==> src/sv/quoted_token_lexer_unit_macros.svh <==
// ----------------------------------------------------------------------------
// Assertion macros for the quoted token lexer
// Shared forms for the concurrent checks that sit at the end of the RTL.
// ----------------------------------------------------------------------------
`ifndef QUOTED_TOKEN_LEXER_UNIT_MACROS_SVH
`define QUOTED_TOKEN_LEXER_UNIT_MACROS_SVH

// The condition must hold at every clock edge out of reset.
`define QTL_ASSERT_ALWAYS(lbl, expr, msg) \
    lbl: assert property (@(posedge aclk) disable iff (!aresetn) (expr)) else $error(msg);

// The consequence must hold in the cycle after the trigger.
`define QTL_ASSERT_NEXT(lbl, trig, cons, msg) \
    lbl: assert property (@(posedge aclk) disable iff (!aresetn) (trig) |=> (cons)) \
        else $error(msg);

`endif

==> src/sv/qtl_pkg.sv <==
// ----------------------------------------------------------------------------
// Quoted token lexer package
// Character codes, status codes, the lexer state type and escape translation.
// ----------------------------------------------------------------------------
package qtl_pkg;

    localparam logic [7:0] CH_SEMI   = 8'h3B;
    localparam logic [7:0] CH_LPAREN = 8'h28;
    localparam logic [7:0] CH_RPAREN = 8'h29;
    localparam logic [7:0] CH_SPACE  = 8'h20;
    localparam logic [7:0] CH_TAB    = 8'h09;
    localparam logic [7:0] CH_BSLASH = 8'h5C;
    localparam logic [7:0] CH_SQUOTE = 8'h27;
    localparam logic [7:0] CH_DQUOTE = 8'h22;
    localparam logic [7:0] CH_N      = 8'h6E;
    localparam logic [7:0] CH_T      = 8'h74;
    localparam logic [7:0] CH_ZERO   = 8'h30;
    localparam logic [7:0] CH_R      = 8'h72;
    localparam logic [7:0] CH_B      = 8'h62;
    localparam logic [7:0] CH_F      = 8'h66;
    localparam logic [7:0] CH_V      = 8'h76;

    typedef enum logic [2:0] {
        ST_OK,
        ST_BAD_ESCAPE,
        ST_OPEN_ESCAPE,
        ST_OPEN_QUOTE,
        ST_OPEN_COMMENT
    } status_t;

    typedef struct packed {
        logic comment_open;
        logic escape_pending;
        logic quote_open;
        logic quote_is_single;
        logic token_open;
        logic line_stopped;
        logic pending_error;
    } lex_state_t;

    typedef struct packed {
        logic       ok;
        logic [7:0] code;
    } escape_t;

    function automatic escape_t translate_escape(logic [7:0] c);
        escape_t r;
        r.ok   = 1'b1;
        r.code = c;
        unique case (c)
            CH_N:      r.code = 8'd10;
            CH_T:      r.code = 8'd9;
            CH_ZERO:   r.code = 8'd0;
            CH_R:      r.code = 8'd13;
            CH_B:      r.code = 8'd8;
            CH_F:      r.code = 8'd12;
            CH_V:      r.code = 8'd11;
            CH_BSLASH: r.code = CH_BSLASH;
            CH_SQUOTE: r.code = CH_SQUOTE;
            CH_DQUOTE: r.code = CH_DQUOTE;
            default:   r.ok   = 1'b0;
        endcase
        return r;
    endfunction

endpackage

==> src/sv/quoted_token_lexer_unit.sv <==
// ----------------------------------------------------------------------------
// Quoted token lexer
// Splits a line of characters into tokens, streaming token characters and
// end-of-token markers, with quotes, escapes, comments and error reporting.
// ----------------------------------------------------------------------------
//  channel | direction | tdata                      | tuser                  | tlast
//  s_      | in        | ch                         | -                      | end_of_line
//  m_      | out       | out_char, status, padding  | char_valid, token_end  | line_done
//
// One item is taken per cycle while s_tready is high; its result, if any, appears in
// the output register on the next cycle, and the next item can be taken in that same cycle.
// Only combinational logic lies between the lexer state and the output register.
// aresetn is synchronous and active low and clears the state and the output valid.
// A stall on the result side holds s_tready low only while a result waits.
// ----------------------------------------------------------------------------
`include "quoted_token_lexer_unit_macros.svh"

module quoted_token_lexer_unit (
    input  logic        aclk,
    input  logic        aresetn,
    input  logic        s_tvalid,
    output logic        s_tready,
    input  logic [7:0]  s_tdata,   // [7:0] ch
    input  logic        s_tlast,
    output logic        m_tvalid,
    input  logic        m_tready,
    output logic [15:0] m_tdata,   // [7:0] out_char, [10:8] status, [15:11] zero
    output logic [1:0]  m_tuser,   // [0] char_valid, [1] token_end
    output logic        m_tlast
);

    qtl_pkg::lex_state_t state_reg, state_next;
    logic                m_valid_reg, m_valid_next;
    logic [7:0]          char_reg, char_next;
    logic                char_valid_reg, char_valid_next;
    logic                token_end_reg, token_end_next;
    logic                line_done_reg, line_done_next;
    qtl_pkg::status_t    status_reg, status_next;
    logic                res_valid;
    logic                accept;
    logic [7:0]          c;
    logic                is_quote;
    logic                is_single;
    qtl_pkg::escape_t    esc;

    assign s_tready = !m_valid_reg || m_tready;
    assign accept   = s_tvalid && s_tready;
    assign c        = s_tdata;
    assign is_single = (c == qtl_pkg::CH_SQUOTE);
    assign is_quote  = is_single || (c == qtl_pkg::CH_DQUOTE);
    assign esc       = qtl_pkg::translate_escape(c);

    always_comb begin
        state_next      = state_reg;
        res_valid       = 1'b0;
        char_next       = 8'd0;
        char_valid_next = 1'b0;
        token_end_next  = 1'b0;
        line_done_next  = 1'b0;
        status_next     = qtl_pkg::ST_OK;
        if (s_tlast) begin
            res_valid      = 1'b1;
            line_done_next = 1'b1;
            priority if (state_reg.pending_error) begin
                status_next = qtl_pkg::ST_BAD_ESCAPE;
            end else if (state_reg.escape_pending) begin
                status_next = qtl_pkg::ST_OPEN_ESCAPE;
            end else if (state_reg.quote_open) begin
                status_next = qtl_pkg::ST_OPEN_QUOTE;
            end else if (state_reg.comment_open) begin
                status_next = qtl_pkg::ST_OPEN_COMMENT;
            end else begin
                token_end_next = state_reg.token_open;
            end
            state_next = '0;
        end else if (state_reg.line_stopped) begin
            res_valid = 1'b0;
        end else if (state_reg.comment_open) begin
            if (c == qtl_pkg::CH_RPAREN) begin
                state_next.comment_open = 1'b0;
            end
        end else if (state_reg.escape_pending) begin
            state_next.escape_pending = 1'b0;
            if (esc.ok) begin
                res_valid             = 1'b1;
                char_next             = esc.code;
                char_valid_next       = 1'b1;
                state_next.token_open = 1'b1;
            end else begin
                state_next.pending_error = 1'b1;
                state_next.line_stopped  = 1'b1;
            end
        end else if (state_reg.quote_open && c == qtl_pkg::CH_BSLASH) begin
            state_next.escape_pending = 1'b1;
        end else if (!state_reg.quote_open && (c == qtl_pkg::CH_SEMI
                || c == qtl_pkg::CH_LPAREN || c == qtl_pkg::CH_SPACE
                || c == qtl_pkg::CH_TAB)) begin
            if (c == qtl_pkg::CH_SEMI) begin
                state_next.line_stopped = 1'b1;
            end
            if (c == qtl_pkg::CH_LPAREN) begin
                state_next.comment_open = 1'b1;
            end
            res_valid             = state_reg.token_open;
            token_end_next        = 1'b1;
            state_next.token_open = 1'b0;
        end else begin
            if (is_quote) begin
                if (!state_reg.quote_open) begin
                    state_next.quote_open      = 1'b1;
                    state_next.quote_is_single = is_single;
                end else if (state_reg.quote_is_single == is_single) begin
                    state_next.quote_open      = 1'b0;
                    state_next.quote_is_single = 1'b0;
                end
            end
            res_valid             = 1'b1;
            char_next             = c;
            char_valid_next       = 1'b1;
            state_next.token_open = 1'b1;
        end
    end

    assign m_valid_next = s_tready ? (accept && res_valid) : m_valid_reg;

    always_ff @(posedge aclk) begin
        if (!aresetn) begin
            state_reg   <= '0;
            m_valid_reg <= 1'b0;
        end else begin
            m_valid_reg <= m_valid_next;
            if (accept) begin
                state_reg <= state_next;
            end
        end
        if (accept && res_valid) begin
            char_reg       <= char_next;
            char_valid_reg <= char_valid_next;
            token_end_reg  <= token_end_next;
            line_done_reg  <= line_done_next;
            status_reg     <= status_next;
        end
    end

    assign m_tvalid = m_valid_reg;
    assign m_tdata  = {5'd0, status_reg, char_reg};
    assign m_tuser  = {token_end_reg, char_valid_reg};
    assign m_tlast  = line_done_reg;

    `QTL_ASSERT_ALWAYS(a_status_only_on_line_done,
        !m_valid_reg || line_done_reg || status_reg == qtl_pkg::ST_OK,
        "nonzero status on a result that is not line done")
    `QTL_ASSERT_ALWAYS(a_char_xor_marker,
        !(m_valid_reg && char_valid_reg && token_end_reg),
        "result carries a character and a token end together")
    `QTL_ASSERT_ALWAYS(a_escape_in_quote,
        !state_reg.escape_pending || state_reg.quote_open,
        "escape pending outside a quoted span")
    `QTL_ASSERT_ALWAYS(a_comment_not_quoted,
        !(state_reg.comment_open && state_reg.quote_open),
        "comment and quote open together")
    `QTL_ASSERT_NEXT(a_clear_after_line, accept && s_tlast,
        state_reg == '0 && m_valid_reg && line_done_reg,
        "state not cleared or no result after the end item")

endmodule

==> config.mk <==
export PLATFORM = sky130hd
export DESIGN_NAME = quoted_token_lexer_unit
export DESIGN_NICKNAME = d
export VERILOG_FILES = /design/src/sv/qtl_pkg.sv /design/src/sv/quoted_token_lexer_unit.sv
export VERILOG_INCLUDE_DIRS = /design/src /design/src/sv
export SDC_FILE = /design/constraint.sdc
export NUM_CORES = 1
export LEC_CHECK = 0
export BUFFER_PORTS_ARGS = -buffer_cell sky130_fd_sc_hd__buf_2
export CORE_UTILIZATION = 35
export DETAILED_ROUTE_END_ITERATION = 7
export SLEW_MARGIN = 40
export SYNTH_ARGS = -nofsm -noshare
export SYNTH_HDL_FRONTEND = slang
export SYNTH_SLANG_ARGS = --single-unit
==> constraint.sdc <==
create_clock -name aclk -period 2.7 [get_ports aclk]
set_clock_uncertainty 0.15 [all_clocks]
set_input_delay 0.27 -clock aclk [delete_from_list [all_inputs] [get_ports aclk]]
set_output_delay 0.27 -clock aclk [all_outputs]
set_load 0.05 [all_outputs]
==> results.md <==
- Final ANT Viol Nets: 0
- DRT Wirelength: 3315 um
- CP startpoint kind: input port
- P&R area growth vs syn: 17.54%
- CTS Buffer Depth: 2
- Critical Path Sink Type: flip-flop
- Unique masters post-synth: between 50 and 60
- Clock Tree Root: clkbuf_8
- CTS Hold Buffers Added: 0
- Clock Latency Late Sink: 0.26 ns
- RSZ-0062 raised after global routing: false
- R2r startpoint: state_reg[4]$_SDFFE_PN0P_
- Pins Over Slew Limit: 0
- Core Util, Final: 43.39%
- TritonCTS buffer count: 3
- IO Pins: 34
- Min cycle time layout: about 2.2 ns
- Die width: 67.42 um
- Total GRT Usage: 16.19%
- Post-CTS setup buffers: 0
- Worst EP arrival: 2.26 ns
- Final setup TNS: 0 ns
- Remaining Overflow, GRT: 0
- Core box area: 4058 um^2
- Vias post-DR: 1367
- Fin crit share: approximately four fifths
- Cells after synthesis: between 150 and 200
- Die height: 67.42 um
- Site row count: 23
- Worst-case reg-to-reg path depth: 6
- Layout cells sized above 1: 25.62%
- Worst r2r dst: char_reg[5]$_SDFFCE_PP0P_
- Final nets: 217
- Hold wc startpoint: aresetn
- Req. time, crit path: around 2.8 ns
- EDFF count, synth: 14
- Diode count: 0
- Dpl hpwl: 2552 um
- Commonest cells after routing, fill and taps aside: 28 x buf_2, 23 x nand2_1, 14 x edfxtp_1
- CP Max Fanout: 9
- CTS resizes: 0
- CP startpoint: s_tdata[3]
- Peak VDD IR: between 0.00015 and 0.0002 V
- Area of the die: 4545 um^2
- Fill cells: about 420
- Hold Path Sink: state_reg[2]$_SDFFE_PN0P_
- Max Cap Violations: 0
- Number of global-route vias before repair: roughly 1.2k
- Hold path depth: 2
- Worst Setup Path Type: input port to flip-flop
- Initial drt markers: 81
- Endpoints failing hold: 0
- Initial antenna violation count: 0
- CTS tree: done
- Pwr dens: 454.3 nW/um^2
- Mapped Avg Cell Area: 8.707 um^2
- Met3 Wirelength: between 200 and 250 um
- #FFs+latches synth: 22
- Worst hold path class: input port to flip-flop
- Worst-margin pin slew: 0.6698 ns
- Wire length per cell: ~13 um
- Final setup vio count: 0
- Peak Freq: 0.4522 GHz
- Synth Flop Type: edfxtp_1
- IO Port Bufs: 28
- P_leak: between 0.6 and 0.7 nW
- First-pass iteration count of the detailed router: 4
- FFs w/ async S/R, synth: 0%
- Routed met1 length: 1575 um
- Largest register FFs: 8
- Met2 routed WL: between 1000 and 1500 um
- Result of the run: finished, final reports clean
- H-tree depth: 1
- Initial Util: a little under two fifths
- Synthesis Warnings: 0
- Seq/Total Area, Yosys: 38.76%
- Via density: ~5.4
- DR top layer: met4
- Mapped Area: 1498 um^2
- First-pass GRT wire length: 5582 um
- Max-slew headroom: 55.30%
- DRC: 0
- Commonest non-fill, non-tap cell in the layout: buf_2
- Final GP Congestion: 0.8248
- Flop-to-flop setup slack: ~0.61 ns
- Clock transition at the registers of the reported paths: ~0.080 ns
- Pin count of the biggest net entering global routing: 16
- CTS sink cnt: 22
-- report_power, final --
group / internal [mW] / total [mW] / leakage [nW] / switching (mW)
combinational: 0.0524 / 0.186 / 0.443 / 0.133
clock: 0.130 / 0.235 / 0.0288 / 0.105
sequential: 0.375 / 0.379 / 0.205 / 0.00441
total: 0.557 / 0.800 / 0.677 / 0.242
-- layer usage --
metal	up-vias	global-route usage [%]
li1	684	-
met1	619	22.73
met2	59	25.37
met3	5	2.027
met4	0	5.585
met5	-	0
-- worst max-delay path by stage --
stage,endpoint,slack [ns],cells past startpoint
final,state_reg[3]$_SDFFE_PN0P_,0.49,8
after global routing,state_reg[3]$_SDFFE_PN0P_,0.37,8
after CTS,state_reg[3]$_SDFFE_PN0P_,0.50,8
after detailed placement,state_reg[3]$_SDFFE_PN0P_,0.23,8
after global placement,status_reg[0]$_SDFFCE_PN0P_,0.08,7
after floorplan,char_reg[0]$_SDFFCE_PP0P_,0.28,7
-- cell usage after synthesis (all sizes together) (4+ instances only) --
cell | n | area, um^2
nor2 | 11 | 43.80
dfxtp | 8 | 160.2
buf | 12 | 83.83
nor3 | 8 | 40.04
o21ai | 12 | 60.06
edfxtp | 14 | 420.4
nor2b | 4 | 25.02
or3 | 5 | 31.28
o21a | 6 | 45.04
clkbuf | 5 | 18.77
a21oi | 5 | 28.78
and2 | 4 | 25.02
nand3 | 4 | 20.02
nand2 | 24 | 92.59
-- through the flow --
stage	power, mW	cell area, um^2	cells	setup slack (ns)	hold WS [ns]
floorplan	0.5334	1513	176	0.2808	0.2189
global placement	0.5731	1703	249	0.08224	0.3334
detailed placement	0.5732	1705	249	0.2254	0.3483
CTS	0.8064	1760	253	0.5039	0.1359
global route	0.8365	1760	253	0.3655	0.1425
finish	0.7999	1760	253	0.4885	0.1347
-- worst max-delay path, stage by stage --
cell and delay (ns):
buf_2 0.15, buf_4 0.15, nand4bb_1 0.23, nor4_1 0.49, and3b_1 0.24, o21ai_1 0.10, or4_1 0.49, a21boi_1 0.13
-- cell type report --
type	instances	area [um^2]	share of cell area, %
flip-flops and latches	22	580.6	32.98
inverters	3	11.26	0.6397
repair buffers	40	230.2	13.08
multi-input cells	134	820.8	46.62
clock buffers	4	55.05	3.127
well taps	50	62.56	3.554
-- logic make-up after synthesis --
group	after synthesis	synth area share (%)
buffers and inverters	20	7.602
AOI/OAI and AO/OA	42	19.22
xor gates and xnor gates	4	2.340
other	1	0.2504
DFF	22	38.76
and+or+nand+nor	83	31.83
(Power assumes the default switching activity.)
